File: src/sv/vln_store.sv
`default_nettype none

module vln_store #(
  parameter int AW = 7,
  parameter int DW = 24
) (
  input  wire logic          clk,
  input  wire logic          wr_en,
  input  wire logic [AW-1:0] wr_addr,
  input  wire logic [DW-1:0] wr_data,
  input  wire logic [AW-1:0] rd_addr,
  output logic      [DW-1:0] rd_data
);

  logic [DW-1:0] mem [0:(2**AW)-1];
  logic [DW-1:0] rd_data_r;

  always_ff @(posedge clk) begin
    if (wr_en) begin
      mem[wr_addr] <= wr_data;
    end
  end

  always_ff @(posedge clk) begin
    rd_data_r <= mem[rd_addr];
  end

  assign rd_data = rd_data_r;

endmodule

`default_nettype wire

File: config.mk
export PLATFORM = sky130hd
export DESIGN_NAME = vln_store
export DESIGN_NICKNAME = d
export VERILOG_FILES = /design/src/sv/vln_store.sv
export SDC_FILE = /design/constraint.sdc
export NUM_CORES = 2
export LEC_CHECK = 0
export ABC_AREA = 1
export BUFFER_PORTS_ARGS = -buffer_cell sky130_fd_sc_hd__buf_2
export CAP_MARGIN = 30
export CELL_PAD_IN_SITES_DETAIL_PLACEMENT = 1
export CELL_PAD_IN_SITES_GLOBAL_PLACEMENT = 1
export CORE_ASPECT_RATIO = 0.7
export CORE_UTILIZATION = 53
export DETAILED_ROUTE_END_ITERATION = 7
export PLACE_DENSITY_LB_ADDON = 0.1
export SLEW_MARGIN = 20
export SYNTH_ARGS = -nofsm -noshare
export SYNTH_HDL_FRONTEND = slang
export SYNTH_SLANG_ARGS = --single-unit
File: constraint.sdc
create_clock -name clk -period 5.3 [get_ports clk]
set_clock_uncertainty 0.2 [all_clocks]
set_input_delay 0.265 -clock clk [delete_from_list [all_inputs] [get_ports clk]]
set_output_delay 0.265 -clock clk [all_outputs]
set_load 0.01 [all_outputs]
== After elaboration in Yosys (flattened, before gate mapping) ==
Memories as Yosys holds them, arrays and structs flattened. A register that Yosys moved wholly into a read port is not among the register bits.
Index checks and enable logic that the tools add are counted.
Word-level totals
  register bits after elaboration: 0
  bits in latches: 0
  RAM bits: 3072
  ROM bits: 0
  bits of input ports: 40
  output and inout port bits: 24
  logic and storage cells: 3
  memories kept: 1
Cells by class
  add/sub/neg operators: 0
  multiply operators: 0
  div/mod/pow operators: 0
  $lt $le $gt $ge: 0
  equal/unequal tests: 0
  shifts and indexed selects: 0
  multiplexer cells: 2
  bitwise logic cells: 0
  reduce and logical (&&, ||, !) cells: 0
Memory list
  mem: words 128, width 24, rd ports 1, clocked after memory_dff 1, wr ports 1, line 15  | logic [DW-1:0] mem [0:(2**AW)-1];
Operators by type and width (count)
  two-way mux 1 bit: 2

== Logic depth before layout (Yosys ltp) ==
  depth in word-level cells: 2
  gate-level depth with buffers: 13
  gate-level depth less buffers: 9

== Least setup slack after synthesis ==
No wires, ideal clock.
  kind: input-to-reg
  start point: input wr_en
  end point: memory mem[105][0] (enable)
  setup time: 405 ps
  data arrival time: 1911 ps
  required time: 4695 ps
  setup slack: 2784 ps
  stages: 4
  buffers on the path: 2
  path through: clkbuf_1 > nand2_1 > clkbuf_1 > nor2_1
Between the ends
  longest elaborated chain between the ends: 2
Ends and longest elaborated chain
  start: declaration: line 8  | input wire logic wr_en,
  two-way mux 1 bit: line 19  | if (wr_en) begin
  two-way mux 1 bit (implied by the code): line 20  | mem[wr_addr] <= wr_data;
  end: declaration: line 15
No other way between the ends.

==> run_results.csv <==
group,metric,value,unit
setup_path,reg2reg_depth,8,
cts,cts-root-buf,"clkbuf_16",
setup_path,worstPathCellList,"dlygate4sd3_1 > buf_8 > buf_4 > buf_4 > nand3_1 > nand3_1 > nand3_1 > nand3_1 > nand3_1 > nand3_1 > nand2_1",
synthesis,yosys-top-cells-area,"edfxtp_1, nand3_1, nand2_1, buf_2, buf_6",
placement,placement.cell_area,0.128,mm^2
final_layout,areaGrowthSynthToFinish,11.0,%
route,vias,86063,
timing,rsz0062_at_grt,"no",
grt,grt_pass1_wl,612000,um
final_layout,mostFrequentLayoutCells,"nand2_1, edfxtp_1, nand3_1",
route,ant_nets,0,
placement,gp_congestion,0.865,
route,dr.first_iter.drc_count,11798,
floorplan,rows,148,
placement,pre_cts_ws,1300,ps
floorplan,coreArea,0.233,mm^2
setup_path,end_kind,"register",
cts,cts_buffers,303,
final_layout,fill_cells,22920,
timing,drv_slew,0,
cts,cts_htree_levels,5,
worst_hold_path,hold_end,"rd_data[7]",
placement,io_buffers,63,
synthesis,synthesis.area,0.124,mm^2
final_layout,drive_above_1_share,8.87,%
setup_path,crit_path_start_kind,"input port",
synthesis,syn_inst,10092,
setup_path,r2r-end,"rd_data[21]",
setup_path,crit_type,"input port to register",
status,outcome,"finished, final reports clean",
route,drtPass1Iterations,7,
timing,max_freq,259,MHz
setup_path,cp_num_buf_inv,4,
setup_path,critPathMaxStageDelay,750,ps
setup_path,cp_top_family,"buffers and inverters",
cts,cts_tree,"yes",
floorplan,fp.dieH,407,um
cts,clk_latency,900,ps
synthesis,yosysTopAreaCell,"edfxtp_1",
cts,clock_sinks,3096,
timing,finalHoldViolCount,0,
floorplan,initial_core_util,53.3,%
synthesis,synth_cell_types,16,
route,drc,0,
synthesis,synth_nets,10132,
final_layout,final_nets,10164,
route,routed_wl,428000,um
pwr,power.leakage,47.9,nW
setup_path,arrival,4430,ps
cts,cts.repair.resized,0,
floorplan,die_w,580,um
synthesis,syn_area_per_cell,12.3,um^2
timing,max-slew-margin-rel,19.9,%
pwr,power.density,376,mW/mm^2
final_layout,layout_commonest_cell,"nand2_1",
setup_path,cp_max_fo,59,
pwr,peakVddDrop,0.329,mV
placement,hpwlAfterDp,244000,um
grt,grt_pass1_vias,87107,
synthesis,ys_ff_latch,3096,
timing,hold_ws,65.5,ps
floorplan,die_area,0.236,mm^2
floorplan,io_pins,64,
grt,grt_max_degree,193,
final_layout,multi_input_area,0.0277,mm^2
synthesis,seq_area_frac_synth,74.8,%
setup_path,timing.rr.start,"mem[91][21]",
worst_hold_path,holdPathStages,6,
timing,fin_crit_sh,73.0,%
cts,path_clk_slew,70,ps
setup_path,cp_data_required_time,5870,ps
grt,globalRouteOverflowTotal,0,
pwr,power.total,51.7,mW
setup_path,cpMaxStageDelayCell,"buf_4",
timing,finalSetupViolCount,0,
synthesis,synth_warnings,0,
timing,worst_pin_slew,1200,ps
timing,fin_crit,3870,ps
route,routedWlPerCell,31.9,um
job,cap_viol_max_count,0,
final_layout,final_area,0.138,mm^2
setup_path,critPathMostFrequentCell,"nand3_1",
cts,clk_path_buf_depth,4,
timing,setup_tns,0,ps
synthesis,netlist.area_leader.share,74.4,%
route,vias_per_cell,6.41,
worst_hold_path,hp-start,"rd_addr[3]",
grt,antenna_found_initial,35,
final_layout,regArea,0.0927,mm^2
worst_hold_path,hold_class,"input port to register",
timing,layout_setup_ws,1430,ps
setup_path,r2r_slack,2680,ps
grt,grt_usage,36.0,%
logic make-up after synthesis:
family                 Yosys count  share of synthesized area [%]
flip-flops                    3096                           74.8
buffers and inverters          708                           3.16
AND/OR/NAND/NOR               6288                           22.1
metal layers:
layer  GRT usage, %  up-vias  wire (um)
met4           14.5       26      18500
met1           50.8    44244     172000
li1               -    36141          -
met3           8.48      845      48300
met5              0        -        159
met2           54.2     4807     190000
how the worst max path moves through the flow:
stage               startpoint     endpoint  slack, ps  cells past startpoint
detailed placement  rd_addr[1]  rd_data[22]       1300                     10
finish              rd_addr[1]  rd_data[22]       1430                     11
global route        rd_addr[1]  rd_data[22]       1460                     11
global placement    rd_addr[1]  rd_data[22]       1340                     10
CTS                 rd_addr[1]  rd_data[22]       1640                     11
floorplan                wr_en  mem[105][0]       2780                      4
metrics by stage:
step / std cells / util (%)
after floorplan: 10092 / -
after global placement: 12848 / 54.9
after detailed placement: 12853 / 55.0
after CTS: 13418 / 59.1
after global routing: 13430 / 59.2
final: 13436 / 59.2
cell usage after synthesis:
cell type and number:
buf_1 63, buf_12 2, buf_2 387, buf_4 78, buf_6 60, clkbuf_1 94
clkinv_1 2, dfxtp_1 24, edfxtp_1 3072, inv_1 20, inv_2 1, inv_4 1
nand2_1 3119, nand3_1 3027, nor2_1 134, nor3_1 8
tightest hold or removal path, cell delays in order:
cell     delay (ps)
buf_8           290
nand3_1         220
nand3_1          80
nand3_1          90
nand3_1          80
nand2_1          70
power by group:
| part | internal, mW | switching [mW] |
|---|---|---|
| logic | 0.761 | 2.74 |
| registers | 27.0 | 0.102 |
| clock network | 11.7 | 9.40 |
sequential cells by signal (all words and copies together), names as in the netlist:
signal and cells:
rd_data 24, mem 3072
what timing repair did:
action,CTS,global route
hold buffers,31,0
endpoints found under the hold margin,1467,0
buffers inserted,0,0
final cells by class:
cell class / count / share of cell area [%]
Sequential cell: 3096 / 67.3
Multi-Input combinational cell: 6288 / 20.1
Clock buffer: 387 / 5.92
Timing Repair Buffer: 411 / 2.89
Tap cell: 3075 / 2.79
Clock inverter: 147 / 0.846
Inverter: 24 / 0.0954
Antenna cell: 8 / 0.0145
(Power assumes the default switching activity.)
