## config.mk

```make
export PLATFORM = sky130hd
export DESIGN_NAME = vln_queue
export DESIGN_NICKNAME = d
export VERILOG_FILES = /design/src/sv/vln_queue.sv
export SDC_FILE = /design/constraint.sdc
export NUM_CORES = 1
export LEC_CHECK = 0
export ABC_CLOCK_PERIOD_IN_PS = 5150
export BUFFER_PORTS_ARGS = -buffer_cell sky130_fd_sc_hd__buf_2
export CAP_MARGIN = 5
export CORE_AREA = 2 2 119 121
export CTS_BUF_LIST = sky130_fd_sc_hd__clkbuf_4
export CTS_CLUSTER_SIZE = 24
export DETAILED_ROUTE_END_ITERATION = 10
export DIE_AREA = 0 0 121 123
export SYNTH_ARGS = -nofsm -noshare
export SYNTH_HDL_FRONTEND = slang
export SYNTH_SLANG_ARGS = --single-unit
```

## constraint.sdc

```tcl
create_clock -name clk -period 5.15 [get_ports clk]
set_clock_uncertainty 0.05 [all_clocks]
set_input_delay 0 -clock clk [delete_from_list [all_inputs] [get_ports clk]]
set_output_delay 0 -clock clk [all_outputs]
set_load 0.1 [all_outputs]
```

## src/sv/vln_queue.sv

```systemverilog
`default_nettype none

module vln_queue #(
  parameter int CNT_W = 7,
  parameter int SUM_W = 53
) (
  input  wire logic             clk,
  input  wire logic             rst_n,
  input  wire logic             push,
  input  wire logic [CNT_W-1:0] push_cnt,
  input  wire logic [SUM_W-1:0] push_sum,
  input  wire logic             push_ovf,
  input  wire logic             pop,
  output logic      [1:0]       count,
  output logic                  head_valid,
  output logic      [CNT_W-1:0] head_cnt,
  output logic      [SUM_W-1:0] head_sum,
  output logic                  head_ovf
);

  logic [CNT_W-1:0] cnt_q_r [0:1];
  logic [SUM_W-1:0] sum_q_r [0:1];
  logic             ovf_q_r [0:1];
  logic             wr_ptr_r, wr_ptr_nxt;
  logic             rd_ptr_r, rd_ptr_nxt;
  logic [1:0]       count_r, count_nxt;

  always_comb begin
    wr_ptr_nxt = push ? ~wr_ptr_r : wr_ptr_r;
    rd_ptr_nxt = pop  ? ~rd_ptr_r : rd_ptr_r;
    count_nxt  = count_r;
    if (push && !pop) begin
      count_nxt = count_r + 2'd1;
    end else if (pop && !push) begin
      count_nxt = count_r - 2'd1;
    end
  end

  always_ff @(posedge clk) begin
    if (!rst_n) begin
      wr_ptr_r <= 1'b0;
      rd_ptr_r <= 1'b0;
      count_r  <= 2'd0;
    end else begin
      wr_ptr_r <= wr_ptr_nxt;
      rd_ptr_r <= rd_ptr_nxt;
      count_r  <= count_nxt;
    end
  end

  always_ff @(posedge clk) begin
    if (push) begin
      cnt_q_r[wr_ptr_r] <= push_cnt;
      sum_q_r[wr_ptr_r] <= push_sum;
      ovf_q_r[wr_ptr_r] <= push_ovf;
    end
  end

  assign count      = count_r;
  assign head_valid = (count_r != 2'd0);
  assign head_cnt   = cnt_q_r[rd_ptr_r];
  assign head_sum   = sum_q_r[rd_ptr_r];
  assign head_ovf   = ovf_q_r[rd_ptr_r];

endmodule

`default_nettype wire

```

# [Word-level counts from Yosys, hierarchy flattened]
# Memory sizes are Yosys's and may differ from the RTL's. A register that Yosys moved wholly into a read port is not among the register bits.
# Index checks and enable logic that the tools add are counted.
[op_classes] n_bitwise=2 n_mux=10 reduce_logical=6 addsub=2
[op_table] operator="1-bit two-way mux" n=8
[op_table] operator="2-bit two-way mux" n=2
[op_table] operator="2-bit nonzero test" n=2
[op_table] operator="2-bit by 1-bit adder with 2-bit output (second input constant)" n=1
[op_table] operator="1-bit logical AND" n=2
[op_table] operator="1-bit logical NOT" n=2
[op_table] operator="1-bit inverter" n=2
[op_table] operator="2-bit by 1-bit subtractor with 2-bit output (second input constant)" n=1
[word_totals] output_inout_bits=64 n_memories=3 regBits=4 inputBits=65 wordCells=26 ramBits=122
[memory_table] memory="sum_q_r" depth=2 word_bits=53 read_ports=1 rd_ports_with_merged_regs=1 write_ports=1 line_no="22" rtl="logic [SUM_W-1:0] sum_q_r [0:1];"
[memory_table] memory="cnt_q_r" depth=2 word_bits=7 read_ports=1 rd_ports_with_merged_regs=1 write_ports=1 line_no="21" rtl="logic [CNT_W-1:0] cnt_q_r [0:1];"
[memory_table] memory="ovf_q_r" depth=2 word_bits=1 read_ports=1 rd_ports_with_merged_regs=1 write_ports=1 line_no="23" rtl="logic ovf_q_r [0:1];"

# [Longest topological paths before layout]
[depth] depth_word=4 ltp_mapped=5 ltp_nobuf=5

# [Worst setup path after synthesis]
# Ideal clock, no wire load.
[synth_timing] kind="register to register" from="reg wr_ptr_r" to="mem cnt_q_r[0][0] (enable)" arrival_ns=3.042 setup_time_ns=0.488 path_buffers=0 slack_ns=1.570 required_ns=4.612 path_stages_with_launch=2 cell_sequence="dfxtp_1 > nor2b_1"
[synth_lines] item="start, declared" line_no="24" rtl="logic wr_ptr_r, wr_ptr_nxt;"
[synth_lines] item="start signal, assigned" line_no="45" rtl="wr_ptr_r <= wr_ptr_nxt;"
[synth_lines] item="end, declared" line_no="21"
# Straight into the memory's write port.

==> out/qor.yml <==
status:
  status: "finished clean"
die:
  die_h_um: 123
  core_sq_mm: 0.0136
  pin_count: 129
  die-area_sq_mm: 0.0149
  num_rows: 43
  initial_core_util: 0.341
  die_w_um: 121
sta:
  slew_violations: 0
  setup_tns_ps: 0
  finalHoldViolCount: 0
  min_period_ps: 2580
  holdWs_ps: 150
  grt_setup_unrepaired: "false"
  period_share: 0.501
  fmax_mhz: 387
  worst_slew_pin_slew_ps: 905
  max_slew_margin: 0.395
  setup_viol: 0
detailed_routing:
  ant_nets: 0
  firstDrtPassIters: 4
  vias_per_cell: 4.21
  vias: 2574
  drt_iter0_markers: 137
  drc: 0
  detail_route.wl_per_cell_um: 13.9
  drt-total-wl_um: 8510
cts:
  numCtsBuffers: 17
  cts_setup_buffers: 0
  ctsHtreeMaxLevel: 4
  clk_latency_ps: 520
  clkSlewWorstSetupHoldPaths_ps: 100
  clock-sinks: 127
  cts_root_buf: "clkbuf_4"
  cts_tree: "yes"
  cts.path.max_buffers: 2
yosys:
  ys.flop_type: "edfxtp_1"
  syn_inst: 211
  synth_edf_count: 122
  syn_area_sq_mm: 0.00464
  synth_seq_cells: 127
  synth_cell_type_count: 16
  synth_top_area_cell: "edfxtp_1"
  synth_most_common_cell: "edfxtp_1"
  syn-num-nets: 277
  yosysSeqAreaShare: 0.812
  synth_warnings: 0
  synth_area_leaders: "edfxtp_1 79%, mux2_2 15%, dfxtp_1 2.2%"
  synth-async-reset-ratio: 0
  postSynthAreaPerCell_sq_um: 22.0
  yosys-top-cells-count: "122 x edfxtp_1, 61 x mux2_2, 6 x buf_6"
  yosysTopAreaCellShare: 0.790
job:
  maxCapViolations: 0
pwr:
  worst_ir_drop_vdd_v: 0.000206
  p_total_w: 0.00237
  p_leak_nw: 2.40
  p_per_area_mw_per_mm2: 376
cells_and_area:
  fin_nets: 484
  n_antenna_cell: 0
  multiInputGateArea_sq_um: 806
  drive_gt1_frac: 0.522
  regArea_sq_mm: 0.00376
  nFillCells: 1190
  area_growth_pct: 36.3
min_path:
  whs_path_depth: 2
  hold_class: "primary input to flop"
setup_path:
  required_ps: 5100
  worst_r2r_path_depth: 4
  path_class: "flop to output port"
  r2r_slack_ps: 2690
  critPathArrivalTime_ps: 2530
  critPathCaptureType: "output port"
  start_kind: "flop"
  worstPathMaxFanout: 38
global_route:
  grt_pass1_vias: 2751
  grt_use_total: 0.120
  grt_max_degree: 62
  grt_pass1_wl_um: 13000
  antenna_found_initial: 0
  grt-ovfl-total: 0
place:
  post-dp-hpwl_um: 5150
  numPortBuffers: 128
  place_congestion: 0.642
[cells in the final DEF, fill, tap and decap left out, types with 2 or more instances in the layout]
cell type and instances:
clkinv_1 2, clkinv_2 8, mux2_2 61, dfxtp_1 4, clkbuf_4 22, dlygate4sd3_1 65, edfxtp_1 122, xor2_1 2
buf_2 128, buf_4 2, and2_1 3
[cell type report]
cell class                 count  share of cell area
timing repair buffer         195               0.207
inverter                       1            0.000594
tap                          180              0.0356
clock inverter                10             0.00752
multi-input combinational     76               0.128
sequential                   127               0.596
clock buffer                  22              0.0261
[repair_timing]
item                       4_1_cts  5_1_grt
resized for setup                0        0
setup endpoints to repair        0        0
hold endpoints to repair       156        0
hold buffers                    65        0
[report_power, final]
| part | leakage [nW] | switching [W] | internal [W] |
|---|---|---|---|
| combinational | 1.08 | 0.000483 | 0.000143 |
| sequential | 1.19 | 0.0000206 | 0.00119 |
| clock | 0.136 | 0.000330 | 0.000207 |
[metrics by stage]
step	cells	instance area [sq um]	setup WS [ps]	util
floorplan	211	4640	1570	-
global placement	514	5460	3040	0.401
detailed placement	514	5460	3050	0.401
CTS	611	6320	2420	0.464
global route	611	6320	2320	0.464
finish	611	6320	2570	0.464
[worst max-delay path: stages, from the launching register on]
cell     delay, ps
dfxtp_2        730
buf_4          550
mux2_2         420
buf_2          300
[path summary, 6_finish.rpt]
kind                startpoint        endpoint
hold reg to reg       count[1]        count[1]
setup reg to reg      wr_ptr_r        wr_ptr_r
hold / removal    push_sum[27]  sum_q_r[1][27]
setup / recovery          flop    head_sum[21]
[flip-flops by register name (all words and copies together), names as in the netlist, named ones only]
signal	count
sum_q_r	106
cnt_q_r	14
count	2
ovf_q_r	2
rd_ptr_r	1
wr_ptr_r	1
[routing by layer]
layer	share of wire	global-route usage	up-vias
met5	0	0	-
met4	0.016	0.0545	0
met3	0.063	0.0521	13
met2	0.51	0.200	86
met1	0.41	0.132	1228
li1	-	-	1247
[kinds of logic after synthesis]
| kind of cell | share of synthesized area |
|---|---|
| AOI/OAI and AO/OA | 0.00432 |
| xor gates and xnor gates | 0.00567 |
| adders and majority gates | 0.00270 |
| buffers and inverters | 0.0165 |
| DFF | 0.812 |
| muxes | 0.148 |
| and+or+nand+nor | 0.0108 |
Power figures use the tool's default switching activity.
