===== config.mk =====
export PLATFORM = sky130hd
export DESIGN_NAME = vln_back
export DESIGN_NICKNAME = d
export VERILOG_FILES = /design/src/sv/vln_pkg.sv /design/src/sv/vln_back.sv
export SDC_FILE = /design/constraint.sdc
export NUM_CORES = 1
export LEC_CHECK = 0
export BUFFER_PORTS_ARGS = -buffer_cell sky130_fd_sc_hd__buf_2
export CAP_MARGIN = 20
export CORE_ASPECT_RATIO = 1.75
export CORE_MARGIN = 8
export CORE_UTILIZATION = 45
export DETAILED_ROUTE_END_ITERATION = 10
export GPL_TIMING_DRIVEN = 0
export SYNTH_ARGS = -nofsm -noshare
export SYNTH_HDL_FRONTEND = slang
export SYNTH_SLANG_ARGS = --single-unit

===== constraint.sdc =====
create_clock -name clk -period 15.6 [get_ports clk]
set_input_delay 4.68 -clock clk [delete_from_list [all_inputs] [get_ports clk]]
set_output_delay 4.68 -clock clk [all_outputs]
set_load 0.01 [all_outputs]

===== src/sv/vln_pkg.sv =====
`default_nettype none

package vln_pkg;

  localparam int ELEM_BITS   = 24;
  localparam int FRAC_OUT    = 22;
  localparam int UNIT_W      = 24;
  localparam int NORM_W      = 27;
  localparam int STAT_W      = 2;
  localparam int MAX_LEN_DEF = 64;

  localparam logic [STAT_W-1:0] ST_OK    = 2'd0;
  localparam logic [STAT_W-1:0] ST_ZERO  = 2'd1;
  localparam logic [STAT_W-1:0] ST_TRUNC = 2'd2;

  typedef struct packed {
    logic signed [ELEM_BITS-1:0] element;
    logic                        last;
  } in_item_t;

  typedef struct packed {
    logic signed [UNIT_W-1:0] unit_value;
    logic [NORM_W-1:0]        norm;
    logic [STAT_W-1:0]        status;
    logic                     end_of_vector;
  } out_item_t;

  typedef enum logic [2:0] {
    S_IDLE,
    S_SQRT,
    S_FETCH,
    S_LOAD,
    S_DIV,
    S_EMIT
  } back_state_t;

endpackage

`default_nettype wire


===== src/sv/vln_back.sv =====
`default_nettype none

module vln_back #(
  parameter int CNT_W  = 7,
  parameter int IDX_W  = 6,
  parameter int SUM_W  = 53,
  parameter int ROOT_W = 27
) (
  input  wire logic                           clk,
  input  wire logic                           rst_n,
  input  wire logic                           q_valid,
  input  wire logic [CNT_W-1:0]               q_cnt,
  input  wire logic [SUM_W-1:0]               q_sum,
  input  wire logic                           q_ovf,
  output logic                                q_pop,
  output logic      [IDX_W:0]                 rd_addr,
  input  wire logic [vln_pkg::ELEM_BITS-1:0]  rd_data,
  output logic                                out_valid,
  input  wire logic                           out_stall,
  output vln_pkg::out_item_t                  out_item
);

  localparam int E      = vln_pkg::ELEM_BITS;
  localparam int FO     = vln_pkg::FRAC_OUT;
  localparam int STEP_W = $clog2(ROOT_W);

  vln_pkg::back_state_t state_r, state_nxt;

  logic [ROOT_W+1:0]   rem_r, rem_nxt;
  logic [ROOT_W-1:0]   root_r, root_nxt;
  logic [2*ROOT_W-1:0] x_r, x_nxt;
  logic [STEP_W-1:0]   step_r, step_nxt;
  logic [IDX_W-1:0]    idx_r, idx_nxt;
  logic                bank_r, bank_nxt;
  logic                neg_r, neg_nxt;
  logic                m0_r, m0_nxt;
  logic [ROOT_W-1:0]   drem_r, drem_nxt;
  logic [FO:0]         quo_r, quo_nxt;
  logic                out_valid_r, out_valid_nxt;
  vln_pkg::out_item_t  out_item_r, out_item_nxt;

  logic [ROOT_W+1:0]   rem_sh;
  logic [ROOT_W+1:0]   trial;
  logic                sq_ge;
  logic                dbit;
  logic [ROOT_W:0]     div_sh;
  logic [ROOT_W:0]     div_d;
  logic                dv_ge;
  logic [E-1:0]        mag;
  logic                last_elem;
  logic                load_out;
  logic [vln_pkg::UNIT_W-1:0] uq;

  // square root: one root bit per cycle
  assign rem_sh = {rem_r[ROOT_W-1:0], x_r[2*ROOT_W-1 -: 2]};
  assign trial  = {root_r, 2'b01};
  assign sq_ge  = (rem_sh >= trial);

  // restoring division: one quotient bit per cycle, dividend is magnitude * 2^FO
  assign dbit   = (step_r == STEP_W'(FO)) ? m0_r : 1'b0;
  assign div_sh = {drem_r, dbit};
  assign div_d  = {1'b0, root_r};
  assign dv_ge  = (div_sh >= div_d);

  assign mag       = rd_data[E-1] ? (~rd_data + E'(1)) : rd_data;
  assign last_elem = ((CNT_W'(idx_r) + CNT_W'(1)) == q_cnt);
  assign load_out  = (state_r == vln_pkg::S_EMIT) && (!out_valid_r || !out_stall);
  assign uq        = vln_pkg::UNIT_W'(quo_r);

  always_comb begin
    state_nxt = state_r;
    case (state_r)
      vln_pkg::S_IDLE: begin
        if (q_valid) begin
          state_nxt = vln_pkg::S_SQRT;
        end
      end
      vln_pkg::S_SQRT: begin
        if (step_r == '0) begin
          state_nxt = vln_pkg::S_FETCH;
        end
      end
      vln_pkg::S_FETCH: begin
        state_nxt = vln_pkg::S_LOAD;
      end
      vln_pkg::S_LOAD: begin
        state_nxt = (root_r == '0) ? vln_pkg::S_EMIT : vln_pkg::S_DIV;
      end
      vln_pkg::S_DIV: begin
        if (step_r == '0) begin
          state_nxt = vln_pkg::S_EMIT;
        end
      end
      vln_pkg::S_EMIT: begin
        if (load_out) begin
          state_nxt = last_elem ? vln_pkg::S_IDLE : vln_pkg::S_FETCH;
        end
      end
      default: begin
        state_nxt = vln_pkg::S_IDLE;
      end
    endcase
  end

  always_comb begin
    rem_nxt       = rem_r;
    root_nxt      = root_r;
    x_nxt         = x_r;
    step_nxt      = step_r;
    idx_nxt       = idx_r;
    bank_nxt      = bank_r;
    neg_nxt       = neg_r;
    m0_nxt        = m0_r;
    drem_nxt      = drem_r;
    quo_nxt       = quo_r;
    out_item_nxt  = out_item_r;
    out_valid_nxt = out_stall ? out_valid_r : 1'b0;
    q_pop         = 1'b0;
    case (state_r)
      vln_pkg::S_IDLE: begin
        rem_nxt  = '0;
        root_nxt = '0;
        x_nxt    = (2*ROOT_W)'(q_sum);
        step_nxt = STEP_W'(ROOT_W - 1);
      end
      vln_pkg::S_SQRT: begin
        rem_nxt  = sq_ge ? (rem_sh - trial) : rem_sh;
        root_nxt = {root_r[ROOT_W-2:0], sq_ge};
        x_nxt    = x_r << 2;
        step_nxt = step_r - STEP_W'(1);
      end
      vln_pkg::S_FETCH: begin
      end
      vln_pkg::S_LOAD: begin
        neg_nxt  = rd_data[E-1];
        m0_nxt   = mag[0];
        drem_nxt = ROOT_W'(mag >> 1);
        quo_nxt  = '0;
        step_nxt = STEP_W'(FO);
      end
      vln_pkg::S_DIV: begin
        drem_nxt = dv_ge ? ROOT_W'(div_sh - div_d) : ROOT_W'(div_sh);
        quo_nxt  = {quo_r[FO-1:0], dv_ge};
        step_nxt = step_r - STEP_W'(1);
      end
      vln_pkg::S_EMIT: begin
        if (load_out) begin
          out_valid_nxt              = 1'b1;
          out_item_nxt.unit_value    = neg_r ? (~uq + vln_pkg::UNIT_W'(1)) : uq;
          out_item_nxt.norm          = vln_pkg::NORM_W'(root_r);
          out_item_nxt.status        = (root_r == '0) ? vln_pkg::ST_ZERO :
                                       (q_ovf ? vln_pkg::ST_TRUNC : vln_pkg::ST_OK);
          out_item_nxt.end_of_vector = last_elem;
          if (last_elem) begin
            q_pop    = 1'b1;
            idx_nxt  = '0;
            bank_nxt = ~bank_r;
          end else begin
            idx_nxt = idx_r + IDX_W'(1);
          end
        end
      end
      default: begin
      end
    endcase
  end

  always_ff @(posedge clk) begin
    if (!rst_n) begin
      state_r     <= vln_pkg::S_IDLE;
      idx_r       <= '0;
      bank_r      <= 1'b0;
      out_valid_r <= 1'b0;
    end else begin
      state_r     <= state_nxt;
      idx_r       <= idx_nxt;
      bank_r      <= bank_nxt;
      out_valid_r <= out_valid_nxt;
    end
  end

  always_ff @(posedge clk) begin
    rem_r      <= rem_nxt;
    root_r     <= root_nxt;
    x_r        <= x_nxt;
    step_r     <= step_nxt;
    neg_r      <= neg_nxt;
    m0_r       <= m0_nxt;
    drem_r     <= drem_nxt;
    quo_r      <= quo_nxt;
    out_item_r <= out_item_nxt;
  end

  assign rd_addr   = {bank_r, idx_r};
  assign out_valid = out_valid_r;
  assign out_item  = out_item_r;

  a_queue_held: assert property (@(posedge clk) disable iff (!rst_n)
    (state_r != vln_pkg::S_IDLE) |-> q_valid)
    else $error("descriptor queue empty while a vector is in progress");

  a_sqrt_rem: assert property (@(posedge clk) disable iff (!rst_n)
    (state_r == vln_pkg::S_SQRT) |-> (rem_r <= {1'b0, root_r, 1'b0}))
    else $error("square root remainder exceeds twice the partial root");

  a_div_rem: assert property (@(posedge clk) disable iff (!rst_n)
    (state_r == vln_pkg::S_DIV) |-> (drem_r < root_r))
    else $error("division remainder not below the norm");

  a_quo_range: assert property (@(posedge clk) disable iff (!rst_n)
    load_out |-> (quo_r <= {1'b1, {FO{1'b0}}}))
    else $error("unit value magnitude above one");

endmodule

`default_nettype wire


Word level (Yosys, flattened, before mapping)
Cells that the tools add are included.

word-level totals
  flip-flop bits (word level) = 230
  input port bits = 89
  output and inout bits = 63
  logic and storage cells = 80

cells by class
  add/subtract/negate cells = 7
  $lt $le $gt $ge = 2
  eq/ne operators = 11
  mux-type cells = 26
  bitwise logic cells = 3
  reductions and logical operators = 14

operators with widths
  cell                                                                    count
  27-bit case mux with 2 select lines                                     3
  54-bit case mux with 2 select lines                                     1
  27-bit two-way mux                                                      2
  27-bit subtractor                                                       2
  24-bit by 1-bit adder with 24-bit output (second input constant)        2
  23-bit case mux with 2 select lines                                     1
  29-bit >= comparator                                                    1
  28-bit by 27-bit >= comparator with 1-bit output                        1
  27-bit zero test                                                        1
  24-bit two-way mux                                                      1
  23-bit NOT with 24-bit output                                           1
  24-bit NOT                                                              1
  23-bit two-way mux                                                      1
  3-bit case mux with 6 select lines                                      1
  5-bit case mux with 3 select lines                                      1
  3-bit two-way mux                                                       4
  1-bit two-way mux                                                       8
  2-bit inequality test (second input constant)                           4
  6-bit by 1-bit adder with 7-bit output (second input constant)          1
  7-bit equality test                                                     1
  6-bit by 1-bit adder with 6-bit output (second input constant)          1
  3-bit by 2-bit equality test with 1-bit output (second input constant)  2
  3-bit equality test (second input constant)                             2
  6-bit two-way mux                                                       1
  other kinds (16)                                                        19

Logic depth before layout (Yosys ltp)
  depth in word-level cells = 5
  depth in mapped cells = 15
  gate-level depth less buffers = 14

Worst setup path after synthesis
No wires, ideal clock.

  path type = in2out
  start point = input port out_stall
  end point = output port q_pop
  arrival = 6.430 ns
  data required time = 10.920 ns
  path slack = 4.490 ns
  stages on the path = 5
  buffers on the path = 1
  cells stage by stage = nand2_1 > nand2b_1 > clkbuf_1 > inv_1 > and2_1

between the ends
  cells in the longest elaborated chain, start to end = 5

RTL lines
  item               line             text
  start, declared    vln_back.sv:19   input wire logic out_stall,
  1-bit zero test    vln_back.sv:67   assign load_out = (state_r == vln_pkg::S_EMIT) && (!out_valid_r || !out_stall);
  1-bit logical OR   vln_back.sv:67
  1-bit logical AND  vln_back.sv:67
  1-bit two-way mux  vln_back.sv:147  if (load_out) begin
  1-bit two-way mux  vln_back.sv:119  case (state_r)
  end, declared      vln_back.sv:15   output logic q_pop,

Every way passes these cells.

Final worst setup path
  start point = input port q_cnt[4]
  end point = output port q_pop

between the ends
  cells in the longest elaborated chain, start to end = 4

RTL lines
  item                 line             text
  start, declared      vln_back.sv:12   input wire logic [CNT_W-1:0] q_cnt,
  7-bit equality test  vln_back.sv:66   assign last_elem = ((CNT_W'(idx_r) + CNT_W'(1)) == q_cnt);
  net last_elem        vln_back.sv:50   logic last_elem;
  1-bit two-way mux    vln_back.sv:154  if (last_elem) begin
  1-bit two-way mux    vln_back.sv:147
  1-bit two-way mux    vln_back.sv:119

The timed path passes the listed nets, and every way through them passes these cells.

==> metrics.log <==
INFO  metric core-area = 29400 µm²
INFO  metric critical_path.max_fanout = 10
INFO  metric tritoncts_clock_tree = done
INFO  metric clk_pin_slew_worst_paths = 0.06 ns
INFO  metric maximum_vdd_drop = 0.000120 V
INFO  metric post_route_cells_drive_above_1_share = 13.7%
INFO  metric io_buffer_count = 151
INFO  metric vias = 10800
INFO  metric leakagePower = 6.09 nW
INFO  metric pre_cts_setup_slack = 4.60 ns
INFO  metric run_status = completed
INFO  metric stdcell_count = 1921
INFO  metric die_h = 244 µm
INFO  metric clock_sinks = 230
INFO  metric cts_max_level = 1
INFO  metric mappedNetlistArea = 13400 µm²
INFO  metric post_cts.repair.setup_buffers = 0
INFO  metric synth_flop_cell = sky130_fd_sc_hd__edfxtp_1
INFO  metric place_inst = 1879
INFO  metric yosys.cell_count.top_type = sky130_fd_sc_hd__nand2_1
INFO  metric routed_wl = 37.5 mm
INFO  metric detail_route.vias_per_cell = 5.60
INFO  metric slew-limit-headroom = 27.5%
INFO  metric synth.net_count = 1493
INFO  metric initial_utilization = 45.7%
INFO  metric synthesis.yosys.warnings = 0
INFO  metric cts.repair.resized = 0
INFO  metric cap_viol_max_count = 0
INFO  metric post_synth_inst_count = 1341
INFO  metric ys_top_cells_by_area = sky130_fd_sc_hd__edfxtp_1 (49%), sky130_fd_sc_hd__nand2_1 (6.6%), sky130_fd_sc_hd__ha_1 (5.8%)
INFO  metric finish.net_count = 1674
INFO  metric fp_rows = 83
INFO  metric final-max-slew-violation-count = 0
INFO  metric arrival = 6.30 ns
INFO  metric cts.path.max_buffers = 3
INFO  metric finalClockSkew = 0.0110 ns
INFO  metric cts_inserted_buffers = 23
INFO  metric grt_first_pass_wirelength = 59.2 mm
INFO  metric antenna_violations_before_repair = 0
INFO  metric area.growth.synth_to_final = 15.1%
INFO  metric floorplan_die_area = 35800 µm²
INFO  metric routed_wire_length_per_instance = 19.5 µm
INFO  metric synth.cells.most_frequent = sky130_fd_sc_hd__nand2_1 (236), sky130_fd_sc_hd__edfxtp_1 (219), sky130_fd_sc_hd__nor2_1 (94)
INFO  metric first_global_vias = 11200
INFO  metric setup_total_negative_slack = 0 ns
INFO  metric synth_seq_cells = 230
INFO  metric worst-setup-path-type = primary input to output pin
INFO  metric clockRootBuffer = sky130_fd_sc_hd__clkbuf_16
INFO  metric grt_overflow = 0
INFO  metric fin_area = 15500 µm²
INFO  metric die_width = 147 µm
INFO  metric post_synth_num_cell_types = 72
INFO  metric finalCriticalPeriod = 10.98 ns
INFO  metric tightestPinTransition = 1.08 ns
INFO  metric post-route-period-util = 70.4%
INFO  metric worst_skew_pair.late_latency = 0.53 ns
INFO  metric synth_enable_flop_cells = 219
INFO  metric timing.hold.worst.class = flop to flop
INFO  metric worst_ep_required_time = 10.92 ns
INFO  metric gpl.final_weighted_congestion = 0.938
INFO  metric setup_viol = 0
INFO  metric groute.usage.overall = 20.7%
INFO  metric cts_hold_buf = 0
INFO  metric antenna_cells = 0
INFO  metric number_of_fill_cells_in_the_layout = 2736
INFO  metric share_of_synthesized_flip_flops_with_an_asynchronous_set_or_reset = 0%
INFO  metric synth.avg_cell_area = 10.0 µm²
INFO  metric power_density = 236 nW/µm²
INFO  metric post_dp_cell_area = 14800 µm²
INFO  metric firstDrtPassIters = 5
INFO  metric maxClockFrequency = 91.1 MHz
INFO  metric ios = 152
INFO  metric initial_detailed_routing_violation_count = 554
INFO  metric fin_ws = 4.62 ns
INFO  metric drcViolationCount = 0
INFO  metric pin_count_of_the_biggest_net_entering_global_routing = 42
INFO  metric place.detailed.hpwl = 29.8 mm
INFO  metric cp-end-kind = output pin
INFO  metric yosysTopAreaCellShare = 49.0%
INFO  metric hold_viol = 0
INFO  metric synth_sequential_area_ratio = 50.6%
INFO  metric synth.largest_area_cell = sky130_fd_sc_hd__edfxtp_1
INFO  metric antenna_left = 0
INFO  metric kind_of_start_point_of_the_critical_path = primary input
INFO  metric setup_repair_after_global_routing_missed_its_margin = false
## area by class of cell
class / count / area [µm²] / share of cell area (%)
Sequential cell: 230 / 6800 / 44.0
Timing Repair Buffer: 156 / 863 / 5.59
Buffer: 60 / 245 / 1.59
Clock inverter: 14 / 78.8 / 0.510
Clock buffer: 28 / 594 / 3.85
Multi-Input combinational cell: 996 / 6190 / 40.1
Tap cell: 382 / 478 / 3.09
Inverter: 55 / 206 / 1.34
## flip-flops by register name (all words and copies together), names as in the netlist
| name | count |
|---|---|
| rem_r | 27 |
| drem_r | 27 |
| bank_r | 1 |
| idx_r | 6 |
| x_r | 54 |
| root_r | 27 |
| step_r | 5 |
| quo_r | 23 |
| m0_r | 1 |
| neg_r | 1 |
| out_item | 54 |
| state_r | 3 |
| out_valid | 1 |
## kinds of logic (layout without fill, tap and decap cells)
kind of cell	after synthesis	in the layout	share of synthesized area (%)
AOI/OAI and AO/OA	295	295	14.9
muxes	2	2	0.149
xor gates and xnor gates	98	98	6.39
adders and majority gates	63	63	5.93
and+or+nand+nor	538	538	18.7
buffers and inverters	115	313	3.36
DFF	230	230	50.6
## worst paths after layout
check / start / endpoint / slack, ns / depth (start not counted)
worst max-delay path: q_cnt[4] / q_pop / 4.62 / 7
worst max register to register: step_r[0] / drem_r[6] / 11.62 / 14
worst min-delay path: root_r[19] / out_item[22] / 0.48 / 0
worst min register to register: root_r[19] / out_item[22] / 0.48 / 0
## critical path, cell delays in order
cell                       delay (ns)
sky130_fd_sc_hd__buf_2           0.12
sky130_fd_sc_hd__nor3_1          0.16
sky130_fd_sc_hd__a21oi_1         0.07
sky130_fd_sc_hd__a211o_1         0.31
sky130_fd_sc_hd__a211oi_2        0.57
sky130_fd_sc_hd__and2_1          0.25
sky130_fd_sc_hd__buf_2           0.14
## through the flow
step	power (mW)	util (%)	hold WS (ns)
2_1_floorplan	2.56	-	0.450
3_3_place_gp	3.13	49.9	0.457
3_5_place_dp	3.14	50.3	0.462
4_1_cts	3.67	52.6	0.476
5_1_grt	3.92	52.6	0.483
6_report	3.65	52.6	0.477
## layer usage
metal	GRT usage [%]	up-vias	wire length, µm
met5	0	-	0
met4	13.6	0	2440
met3	2.74	115	1430
met2	41.0	293	20800
met1	19.2	5091	12800
li1	-	5264	-
## power breakdown
group / switching (mW) / internal (mW)
logic: 1.28 / 0.734
clock network: 0.244 / 0.273
registers: 0.118 / 1.00
## layout by cell type (no fill, tap or decap), drive strengths merged, types with 6 or more instances in the layout
master  Yosys  layout
o21a       19      19
and3       10      10
nand3      44      44
edfxtp    219     219
clkbuf     46      74
a21oi      58      58
and2       28      28
clkinv      0      12
o21bai     10      10
nand2b      8       8
nor4       22      22
xnor2      72      72
nand2     236     236
nand4      15      15
xor2       26      26
or3        16      16
a21o       22      22
o211ai      6       6
buf        14     170
inv        55      56
ha         62      62
nor3       20      20
a21boi      6       6
nor2b      16      16
nor2       94      94
o31ai      17      17
a211oi     13      13
o21ai      68      68
a31oi      14      14
a221oi     10      10
dfxtp      11      11
(Power assumes the default switching activity.)
