**config.mk**
```make
export PLATFORM = sky130hd
export DESIGN_NAME = vln_front
export DESIGN_NICKNAME = d
export VERILOG_FILES = /design/src/sv/vln_pkg.sv /design/src/sv/vln_front.sv
export SDC_FILE = /design/constraint.sdc
export NUM_CORES = 1
export LEC_CHECK = 0
export BUFFER_PORTS_ARGS = -buffer_cell sky130_fd_sc_hd__clkbuf_2
export CAP_MARGIN = 15
export CORE_MARGIN = 4
export CORE_UTILIZATION = 65
export DETAILED_ROUTE_END_ITERATION = 12
export GPL_TIMING_DRIVEN = 0
export PLACE_DENSITY = 0.91
export SETUP_SLACK_MARGIN = 0.4
export SLEW_MARGIN = 15
export SYNTH_ARGS = -nofsm -noshare
export SYNTH_HDL_FRONTEND = slang
export SYNTH_SLANG_ARGS = --single-unit
```
**constraint.sdc**
```tcl
create_clock -name clk -period 15 [get_ports clk]
set_input_delay 0.75 -clock clk [delete_from_list [all_inputs] [get_ports clk]]
set_output_delay 0.75 -clock clk [all_outputs]
set_load 0.005 [all_outputs]
```
**src/sv/vln_pkg.sv**
```systemverilog
`default_nettype none

package vln_pkg;

  localparam int ELEM_BITS   = 24;
  localparam int FRAC_OUT    = 22;
  localparam int UNIT_W      = 24;
  localparam int NORM_W      = 27;
  localparam int STAT_W      = 2;
  localparam int MAX_LEN_DEF = 64;

  localparam logic [STAT_W-1:0] ST_OK    = 2'd0;
  localparam logic [STAT_W-1:0] ST_ZERO  = 2'd1;
  localparam logic [STAT_W-1:0] ST_TRUNC = 2'd2;

  typedef struct packed {
    logic signed [ELEM_BITS-1:0] element;
    logic                        last;
  } in_item_t;

  typedef struct packed {
    logic signed [UNIT_W-1:0] unit_value;
    logic [NORM_W-1:0]        norm;
    logic [STAT_W-1:0]        status;
    logic                     end_of_vector;
  } out_item_t;

  typedef enum logic [2:0] {
    S_IDLE,
    S_SQRT,
    S_FETCH,
    S_LOAD,
    S_DIV,
    S_EMIT
  } back_state_t;

endpackage

`default_nettype wire

```
**src/sv/vln_front.sv**
```systemverilog
`default_nettype none

module vln_front #(
  parameter int MAX_LEN = 64,
  parameter int CNT_W   = 7,
  parameter int IDX_W   = 6,
  parameter int SUM_W   = 53
) (
  input  wire logic                           clk,
  input  wire logic                           rst_n,
  input  wire logic                           in_valid,
  output logic                                in_stall,
  input  wire vln_pkg::in_item_t              in_item,
  input  wire logic [1:0]                     q_count,
  output logic                                q_push,
  output logic      [CNT_W-1:0]               q_cnt,
  output logic      [SUM_W-1:0]               q_sum,
  output logic                                q_ovf,
  output logic                                wr_en,
  output logic      [IDX_W:0]                 wr_addr,
  output logic      [vln_pkg::ELEM_BITS-1:0]  wr_data
);

  localparam int E = vln_pkg::ELEM_BITS;

  logic             accept;
  logic             drop;
  logic [E-1:0]     el;
  logic [E-1:0]     mag;
  logic [SUM_W-1:0] sum_sq;

  logic [CNT_W-1:0] cnt_r, cnt_nxt;
  logic             ovf_r, ovf_nxt;
  logic             bank_r, bank_nxt;
  logic             s1_valid_r, s1_valid_nxt;
  logic             s1_last_r, s1_last_nxt;
  logic [CNT_W-1:0] s1_cnt_r, s1_cnt_nxt;
  logic             s1_ovf_r, s1_ovf_nxt;
  logic [2*E-1:0]   sq_r, sq_nxt;
  logic [SUM_W-1:0] sum_r, sum_nxt;

  // both banks hold closed vectors, or one does and another close is in flight
  assign in_stall = (q_count == 2'd2) || (q_push && (q_count == 2'd1));
  assign accept   = in_valid && !in_stall;
  assign drop     = (cnt_r == CNT_W'(MAX_LEN));
  assign el       = in_item.element;
  assign mag      = el[E-1] ? (~el + E'(1)) : el;
  assign sum_sq   = sum_r + SUM_W'(sq_r);

  always_comb begin
    cnt_nxt      = cnt_r;
    ovf_nxt      = ovf_r;
    bank_nxt     = bank_r;
    s1_valid_nxt = accept;
    s1_last_nxt  = in_item.last;
    s1_cnt_nxt   = drop ? cnt_r : cnt_r + CNT_W'(1);
    s1_ovf_nxt   = ovf_r || drop;
    sq_nxt       = drop ? '0 : ({{E{1'b0}}, mag} * {{E{1'b0}}, mag});
    if (accept) begin
      if (in_item.last) begin
        cnt_nxt  = '0;
        ovf_nxt  = 1'b0;
        bank_nxt = ~bank_r;
      end else begin
        cnt_nxt = s1_cnt_nxt;
        ovf_nxt = s1_ovf_nxt;
      end
    end
    sum_nxt = sum_r;
    if (s1_valid_r) begin
      sum_nxt = s1_last_r ? '0 : sum_sq;
    end
  end

  always_ff @(posedge clk) begin
    if (!rst_n) begin
      cnt_r      <= '0;
      ovf_r      <= 1'b0;
      bank_r     <= 1'b0;
      s1_valid_r <= 1'b0;
      sum_r      <= '0;
    end else begin
      cnt_r      <= cnt_nxt;
      ovf_r      <= ovf_nxt;
      bank_r     <= bank_nxt;
      s1_valid_r <= s1_valid_nxt;
      sum_r      <= sum_nxt;
    end
  end

  always_ff @(posedge clk) begin
    s1_last_r <= s1_last_nxt;
    s1_cnt_r  <= s1_cnt_nxt;
    s1_ovf_r  <= s1_ovf_nxt;
    sq_r      <= sq_nxt;
  end

  assign q_push  = s1_valid_r && s1_last_r;
  assign q_cnt   = s1_cnt_r;
  assign q_sum   = sum_sq;
  assign q_ovf   = s1_ovf_r;
  assign wr_en   = accept && !drop;
  assign wr_addr = {bank_r, cnt_r[IDX_W-1:0]};
  assign wr_data = el;

endmodule

`default_nettype wire

```
## After elaboration in Yosys (flattened, before gate mapping)

Cells that the tools add are included.

| word-level totals | value |
|---|---|
| register bits | 120 |
| output and inout port bits | 95 |
| logic and storage cells | 32 |

| operators by class | value |
|---|---|
| add/subtract/negate cells | 3 |
| multipliers | 1 |
| equal/unequal tests | 3 |
| muxes and demuxes | 5 |
| bitwise operators | 2 |
| reductions and logical operators | 9 |

Operators with widths:

| cell | count |
|---|---|
| $add 53x48->53 | 1 |
| $mux 53 | 1 |
| $mul 24x24->48 | 1 |
| $add 24x1->24 const B | 1 |
| $mux 24 | 1 |
| $not 24->24 | 1 |
| $mux 7 | 2 |
| $add 7x1->7 const B | 1 |
| $eq 7x7->1 const B | 1 |
| $logic_and 1x1->1 | 4 |
| $eq 2x1->1 const B | 1 |
| $eq 2x2->1 const B | 1 |
| $logic_not 1->1 | 2 |
| $logic_or 1x1->1 | 2 |
| $reduce_and 2->1 | 1 |
| $mux 1 | 1 |
| $not 1->1 | 1 |

## Longest topological paths before layout

Gate-level depths: netlist (run 1).

| logic depth | value |
|---|---|
| depth after elaboration | 6 |
| gate-level depth with buffers | 35 |
| gate-level depth less buffers | 32 |

## Worst setup path before layout (run 1)

No wires, ideal clock.

| timing | value |
|---|---|
| path type | input to register |
| start point | input port in_item[1] (netlist name) |
| end point | register sq_r[43] |
| library setup time | 0.072 ns |
| data arrival time | 8.801 ns |
| slack | 6.128 ns |
| stages | 32 |
| path buffers | 3 |
| path through | clkbuf_1 > inv_1 > clkbuf_1 > ha_1 > nand3_1 > o41a_1 > o31a_1 > xnor2_1 > inv_1 > clkbuf_1 > nand2_1 > fa_1 > inv_1 > fa_1 > fa_1 > inv_1 > fa_1 > inv_1 > fa_1 > inv_1 > fa_1 > inv_1 > fa_1 > ha_1 > and3_1 > and4_1 > or4b_4 > a211o_1 > nand3_2 > a211oi_1 > o31ai_2 > mux2i_1 |

| on the way | value |
|---|---|
| longest elaborated chain between the ends | 4 |

Ends and longest elaborated chain:

| what | RTL line | text |
|---|---|---|
| start: declaration | vln_front.sv:13 | `input wire vln_pkg::in_item_t in_item,` |
| $not 24->24 | vln_front.sv:47 | `assign mag = el[E-1] ? (~el + E'(1)) : el;` |
| $add 24x1->24 | vln_front.sv:47 |  |
| $mux 24 (*) | vln_front.sv:47 |  |
| $mul 24x24->48 (*) | vln_front.sv:58 | `sq_nxt = drop ? '0 : ({{E{1'b0}}, mag} * {{E{1'b0}}, mag});` |
| end signal: assignment | vln_front.sv:95 | `sq_r <= sq_nxt;` |
| end: declaration | vln_front.sv:39 | `logic [2*E-1:0] sq_r, sq_nxt;` |

Mark *: on every way between the ends. The rest lies on a longest branch, timed or not.
A chain may end at the register's enable or synchronous reset.

## Worst setup path after layout (run 1)

| timing | value |
|---|---|
| start point | input port in_item[1] (netlist name) |
| end point | register sq_r[46] |

The elaborated chain is that of the path after synthesis.

==> results of run 1 <==
## logic make-up (layout without fill, tap and decap cells)
family                     after synthesis  count (layout)
buffers and inverters                  728             884
and+or+nand+nor                        701             701
adders and majority gates              642             642
AOI/OAI and AO/OA                      389             389
DFF                                    119             119
xor gates and xnor gates               112             112
muxes                                    5               5
other                                    2              17
## synthesized netlist by cell type (6+ instances only)
cell,instances,share of area
sky130_fd_sc_hd__a21o_1,57,0.018
sky130_fd_sc_hd__dfxtp_1,119,0.10
sky130_fd_sc_hd__nand4_1,23,0.0062
sky130_fd_sc_hd__a41oi_1,7,0.0026
sky130_fd_sc_hd__nand3_1,55,0.012
sky130_fd_sc_hd__a31oi_1,15,0.0040
sky130_fd_sc_hd__inv_1,590,0.095
sky130_fd_sc_hd__nor2b_1,7,0.0019
sky130_fd_sc_hd__o21ai_0,52,0.011
sky130_fd_sc_hd__clkbuf_1,94,0.015
sky130_fd_sc_hd__o211ai_1,10,0.0032
sky130_fd_sc_hd__nor3_1,26,0.0056
sky130_fd_sc_hd__fa_1,423,0.36
sky130_fd_sc_hd__nand2_1,232,0.037
sky130_fd_sc_hd__a21oi_1,106,0.023
sky130_fd_sc_hd__ha_1,219,0.12
sky130_fd_sc_hd__nand3b_1,8,0.0026
sky130_fd_sc_hd__and2_1,20,0.0054
sky130_fd_sc_hd__nand2b_1,12,0.0032
sky130_fd_sc_hd__a211oi_1,8,0.0026
sky130_fd_sc_hd__xnor2_1,65,0.024
sky130_fd_sc_hd__or3_1,13,0.0035
sky130_fd_sc_hd__xor2_1,46,0.017
sky130_fd_sc_hd__a21boi_0,7,0.0023
sky130_fd_sc_hd__o21a_1,12,0.0039
sky130_fd_sc_hd__o31a_1,6,0.0023
sky130_fd_sc_hd__a22oi_1,34,0.011
sky130_fd_sc_hd__nor2_1,249,0.040
sky130_fd_sc_hd__buf_4,31,0.010
sky130_fd_sc_hd__and3_1,18,0.0048
sky130_fd_sc_hd__o21bai_1,17,0.0055
## worst max-delay path by stage
stage                          start             endpoint  slack [ns]
after floorplan           in_item[1]  sq_r[43]$_SDFF_PP0_        6.13
after global placement    in_item[1]  sq_r[46]$_SDFF_PP0_        3.59
after detailed placement  in_item[1]  sq_r[46]$_SDFF_PP0_        3.52
after CTS                 in_item[1]  sq_r[46]$_SDFF_PP0_        3.95
after global routing      in_item[1]  sq_r[46]$_SDFF_PP0_        3.58
final                     in_item[1]  sq_r[46]$_SDFF_PP0_        3.94
## cell type report
type,instances,area [µm²],area share
plain buffers,129,603,0.0239
clock buffers,18,429,0.0170
clock inverters,14,139,0.00551
inverters,599,2250,0.0894
multi-input cells,1866,18200,0.722
flip-flops and latches,119,2380,0.0945
well taps,461,577,0.0229
repair buffers,124,623,0.0247
## registers in the layout, summed over array words and instances, names as in the netlist
| name | count |
|---|---|
| bank_r | 1 |
| sum_r | 53 |
| s1_last_r | 1 |
| ovf_r | 1 |
| sq_r | 47 |
| s1_valid_r | 1 |
| cnt_r | 7 |
| q_ovf | 1 |
| q_cnt | 7 |
## critical path, delay by kind of cell
family / cells / cell delay [ns]
xor+xnor: 1 / 0.54
fa+ha+maj: 9 / 4.16
simple gates: 6 / 1.12
buf+inv: 9 / 2.91
mux: 1 / 0.21
compound gates: 6 / 1.70
## stage by stage
stage / area (µm²) / setup slack [ns] / cells
6_report: 25200 / 3.94 / 3330
5_1_grt: 25200 / 3.58 / 3330
4_1_cts: 25200 / 3.95 / 3329
3_5_place_dp: 24600 / 3.52 / 3297
3_3_place_gp: 24600 / 3.59 / 3297
2_1_floorplan: 23400 / 6.13 / 2713
## layer usage
metal,share of wire,global-route usage,wire length [µm],vias to the layer above
met4,0.053,0.164,3440,0
met2,0.47,0.559,30400,1096
met1,0.37,0.426,24100,9421
met3,0.11,0.0919,7100,246
li1,-,-,-,8765
met5,0,0,0,-
==> results.sh, run 1 <==
export IMPL_worst_r2r_path_depth=10
export IMPL_antenna_violating_nets_post_route=0
export IMPL_pin_count=125
export IMPL_status="finished, final reports clean"
export IMPL_initial_drt_markers=1641
export IMPL_postCtsHoldBufs=0
export IMPL_combinational_family_with_the_most_area_after_synthesis="adder cells"
export IMPL_syn_to_final_growth_pct=7.91
export IMPL_synthXorXnorAreaFrac=0.0423
export IMPL_class_of_the_most_critical_setup_path="in -> reg"
export IMPL_finalSetupViolCount=0
export IMPL_reg2reg_to="sum_r[44]$_SDFFE_PN0P_"
export IMPL_critical_path_endpoint_type="flip-flop"
export IMPL_slowest_delay_ns=0.68
export IMPL_clock_buffer_count_from_cts=17
export IMPL_diodes=0
export IMPL_final_util=0.710
export IMPL_number_of_antenna_violations_at_the_first_check_in_global_routing=0
export IMPL_clock_sinks=119
export IMPL_hold_viol_final=0
export IMPL_synth_compound_gate_area_share=0.113
export IMPL_post_route_drc_count=0
export IMPL_synth_warning_count=0
export IMPL_netlist_instances=2698
export IMPL_synth_edf_count=0
export IMPL_worstHoldStart="sum_r[30]$_SDFFE_PN0P_"
export IMPL_netlist_cell_type_count=88
export IMPL_portBuffers=123
export IMPL_mux_cell_area_share_after_synthesis=0.00214
export IMPL_cpMaxStageDelayCell="sky130_fd_sc_hd__clkbuf_1"
export IMPL_worst_slew_margin_rel=0.104
export IMPL_placement_rows=69
export IMPL_holdWs_ns=0.482
export IMPL_dp_hpwl_um=53800
export IMPL_clock_skew_ns=0.0125
export IMPL_maxCapViolations=0
export IMPL_initial_utilization=0.658
export IMPL_coreArea_um2=35500
export IMPL_overflow=0
export IMPL_global_route_wire_length_before_repair_um=106000
export IMPL_min_path_type="reg -> reg"
export IMPL_achievable_frequency_mhz=90.4
export IMPL_via_count_of_the_first_global_routing_pass=21000
export IMPL_ys_async_sr_fraction=0
export IMPL_tightestPinTransition_ns=1.34
export IMPL_die_area_um2=39000
export IMPL_vias=19500
export IMPL_most_common_layout_cells="590 x sky130_fd_sc_hd__inv_1, 423 x sky130_fd_sc_hd__fa_1, 249 x sky130_fd_sc_hd__nor2_1"
export IMPL_path_clk_slew_ns=0.06
export IMPL_layout_drive_gt1_share=0.0774
export IMPL_syn_area_um2=23400
export IMPL_crit_reg2reg_launch="sum_r[3]$_SDFFE_PN0P_"
export IMPL_final_max_slew_violation_count=0
export IMPL_die_width_um=198
export IMPL_worstPathRequired_ns=15.36
export IMPL_routed_wl_um=65000
export IMPL_synth_adder_area_share=0.480
export IMPL_fin_crit_ns=11.06
export IMPL_fillCellCount=2630
export IMPL_pin_count_of_the_biggest_net_entering_global_routing=17
export IMPL_post_cts_resized_instances=0
export IMPL_holdPathStages=2
export IMPL_synth_ff_type="sky130_fd_sc_hd__dfxtp_1"
export IMPL_final_common_cell="sky130_fd_sc_hd__inv_1"
export IMPL_crit_arrival_ns=11.41
export IMPL_post_synth_and_or_nand_nor_area_fraction=0.138
export IMPL_nNetsFinal=3528
export IMPL_timing_critical_path_from_type="primary input"
export IMPL_htree_num_levels=4
export IMPL_gpl_final_weighted_congestion=1.00
export IMPL_ctsLongestPathBuffers=2
export IMPL_critical_path_peak_fanout=10
export IMPL_layout_worst_path_cycle_share=0.737
export IMPL_die_span_y_um=198
export IMPL_buffer_count_from_post_cts_setup_fixing=0
export IMPL_via_per_inst=5.86
export IMPL_tritoncts="built"
export IMPL_rsz0062_at_grt="false"
export IMPL_setup_total_negative_slack_ns=0
export IMPL_drt_first_pass_iters=5
export IMPL_groute_usage_overall=0.342
export IMPL_rrSetupSlack_ns=11.57
export IMPL_critPathMostFrequentCell="sky130_fd_sc_hd__fa_1"
export IMPL_synth_seq_area_share=0.102
export IMPL_clock_insertion_delay_worst_skew_ns=0.43
export IMPL_worstHoldEndpoint="sum_r[30]$_SDFFE_PN0P_"
export IMPL_post_synth_cell_area_avg_um2=8.66
export IMPL_ys_seq_elements=119
export IMPL_avgRoutedWirePerCell_um=19.5
export IMPL_root_buffer="sky130_fd_sc_hd__clkbuf_16"
Power of run 1 is not shown: default switching activity piles up to over one toggle a cycle in this logic, so the estimate is an artifact.
==> run 2, diff against run 1 <==
Settings changed: ABC_AREA set to 1.
Clock period 15 ns to 10.9 ns, I/O delays scaled along.
==> results.sh, run 2 <==
export IMPL_tightestPinTransition_ns=1.21
export IMPL_largestRegisters="sum_r x53, sq_r x47"
export IMPL_timing_critical_path_from_type="primary input"
export IMPL_critPathMostFrequentCell="sky130_fd_sc_hd__fa_1"
export IMPL_worstPathRequired_ns=11.26
export IMPL_ys_async_sr_fraction=0
export IMPL_achievable_frequency_mhz=111
export IMPL_dp_hpwl_um=64200
export IMPL_setup_total_negative_slack_ns=0
export IMPL_clock_insertion_delay_worst_skew_ns=0.44
export IMPL_post_cts_resized_instances=0
export IMPL_fin_crit_ns=9.03
export IMPL_slowest_delay_ns=0.73
export IMPL_final_common_cell="sky130_fd_sc_hd__inv_1"
export IMPL_via_count_of_the_first_global_routing_pass=24400
export IMPL_registers_top_by_ff_count="sum_r"
export IMPL_critical_path_peak_fanout=10
export IMPL_portBuffers=124
export IMPL_nNetsFinal=4398
export IMPL_clock_buffer_count_from_cts=17
export IMPL_status="finished, final reports clean"
export IMPL_synth_ff_type="sky130_fd_sc_hd__dfxtp_1"
export IMPL_syn_to_final_growth_pct=8.01
export IMPL_postCtsHoldBufs=0
export IMPL_antenna_violating_nets_post_route=0
export IMPL_rsz0062_at_grt="false"
export IMPL_post_synth_cell_area_avg_um2=7.16
export IMPL_pin_count=125
export IMPL_root_buffer="sky130_fd_sc_hd__clkbuf_16"
export IMPL_worst_slew_margin_rel=0.191
export IMPL_initial_drt_markers=2487
export IMPL_buffer_count_from_post_cts_setup_fixing=0
export IMPL_synth_top_cells_by_count="890 x sky130_fd_sc_hd__inv_1, 827 x sky130_fd_sc_hd__nand2_1, 423 x sky130_fd_sc_hd__fa_1, 370 x sky130_fd_sc_hd__nor2_1, 219 x sky130_fd_sc_hd__ha_1"
export IMPL_netlist_instances=3568
export IMPL_synth_seq_area_share=0.0932
export IMPL_cpMaxStageDelayCell="sky130_fd_sc_hd__clkbuf_1"
export IMPL_netlist_cell_type_count=45
export IMPL_min_path_type="in -> reg"
export IMPL_htree_num_levels=4
export IMPL_global_route_wire_length_before_repair_um=122000
export IMPL_synth_top_cells_by_area="sky130_fd_sc_hd__fa_1 33%, sky130_fd_sc_hd__inv_1 13%, sky130_fd_sc_hd__nand2_1 12%"
export IMPL_post_route_drc_count=0
export IMPL_critical_path_endpoint_type="flip-flop"
export IMPL_class_of_the_most_critical_setup_path="in -> reg"
export IMPL_synthMostInstantiatedCell="sky130_fd_sc_hd__inv_1"
export IMPL_layout_worst_path_cycle_share=0.828
export IMPL_area_sequential_um2=2380
export IMPL_pin_count_of_the_biggest_net_entering_global_routing=17
export IMPL_synth_warning_count=0
export IMPL_syn_area_um2=25600
export IMPL_multiInputGateArea_um2=19300
export IMPL_groute_usage_overall=0.370
export IMPL_crit_arrival_ns=9.39
export IMPL_clock_skew_ns=0.0150
export IMPL_die_width_um=206
export IMPL_placement_rows=72
export IMPL_ctsLongestPathBuffers=2
export IMPL_number_of_flip_flops_in_the_largest_register=53
export IMPL_most_common_layout_cells="890 x sky130_fd_sc_hd__inv_1, 827 x sky130_fd_sc_hd__nand2_1, 423 x sky130_fd_sc_hd__fa_1"
export IMPL_synthDominantCellAreaShare=0.331
export IMPL_hold_viol_final=0
export IMPL_maxCapViolations=0
export IMPL_routed_wl_um=76100
export IMPL_coreArea_um2=38700
export IMPL_avgRoutedWirePerCell_um=17.9
export IMPL_post_synth_top_area_cell="sky130_fd_sc_hd__fa_1"
export IMPL_final_max_slew_violation_count=0
export IMPL_clock_sinks=119
export IMPL_ys_seq_elements=119
export IMPL_synth_edf_count=0
export IMPL_tritoncts="built"
export IMPL_via_per_inst=5.58
export IMPL_fillCellCount=3111
export IMPL_drt_first_pass_iters=8
export IMPL_finalSetupViolCount=0
export IMPL_initial_utilization=0.660
export IMPL_gpl_final_weighted_congestion=1.05
export IMPL_overflow=0
export IMPL_die_span_y_um=206
export IMPL_layout_drive_gt1_share=0.0722
export IMPL_vias=23700
export IMPL_number_of_antenna_violations_at_the_first_check_in_global_routing=1
export IMPL_die_area_um2=42600
export IMPL_diodes=0
export IMPL_path_clk_slew_ns=0.06
run 2: worst paths after layout:
kind	start	end	slack, ns	cells past startpoint
hold / removal	in_item[0]	s1_last_r$_DFF_P_	0.26	1
hold reg to reg	ovf_r$_SDFFE_PN0P_	q_ovf$_DFF_P_	0.42	2
setup / recovery	in_item[1]	sq_r[42]$_SDFF_PP0_	1.87	32
setup reg to reg	s1_valid_r$_SDFF_PN0_	sum_r[42]$_SDFFE_PN0P_	8.18	5
run 2: worst max-delay path: cells and delay by family:
family | cells | cell delay, ns
fa+ha+maj | 9 | 4.31
compound gates | 4 | 0.87
simple gates | 10 | 1.66
buf+inv | 9 | 1.97
run 2: final cells by class:
class,instances,area share
Multi-Input combinational cell,2462,0.699
Inverter,912,0.124
Sequential cell,119,0.0863
Tap cell,518,0.0235
Timing Repair Buffer,124,0.0225
Buffer,90,0.0185
Clock buffer,21,0.0174
Clock inverter,11,0.00875
run 2: kinds of logic after synthesis:
group,synth area share
xor+xnor,0.0188
other cells,0.000294
buf+inv,0.154
fa+ha+maj,0.439
flops,0.0932
simple gates,0.233
compound gates,0.0622
run 2: per-layer routing:
metal	GRT usage	wire (µm)	vias up
li1	-	-	10800
met1	0.474	28200	11100
met2	0.570	33700	1400
met3	0.114	9660	389
met4	0.187	4540	2
met5	0	12	-
run 2: stage by stage:
stage | hold slack, ns | setup slack [ns] | std cells | cell area (µm²) | util
2_1_floorplan | 0.397 | 3.71 | 3583 | 25600 | -
3_3_place_gp | 0.401 | 1.78 | 4225 | 26900 | 0.694
3_5_place_dp | 0.416 | 1.64 | 4225 | 26900 | 0.694
4_1_cts | 0.242 | 2.08 | 4257 | 27600 | 0.713
5_1_grt | 0.247 | 1.53 | 4257 | 27600 | 0.713
6_report | 0.260 | 1.87 | 4257 | 27600 | 0.713
Power of run 2 is left out for the same reason.
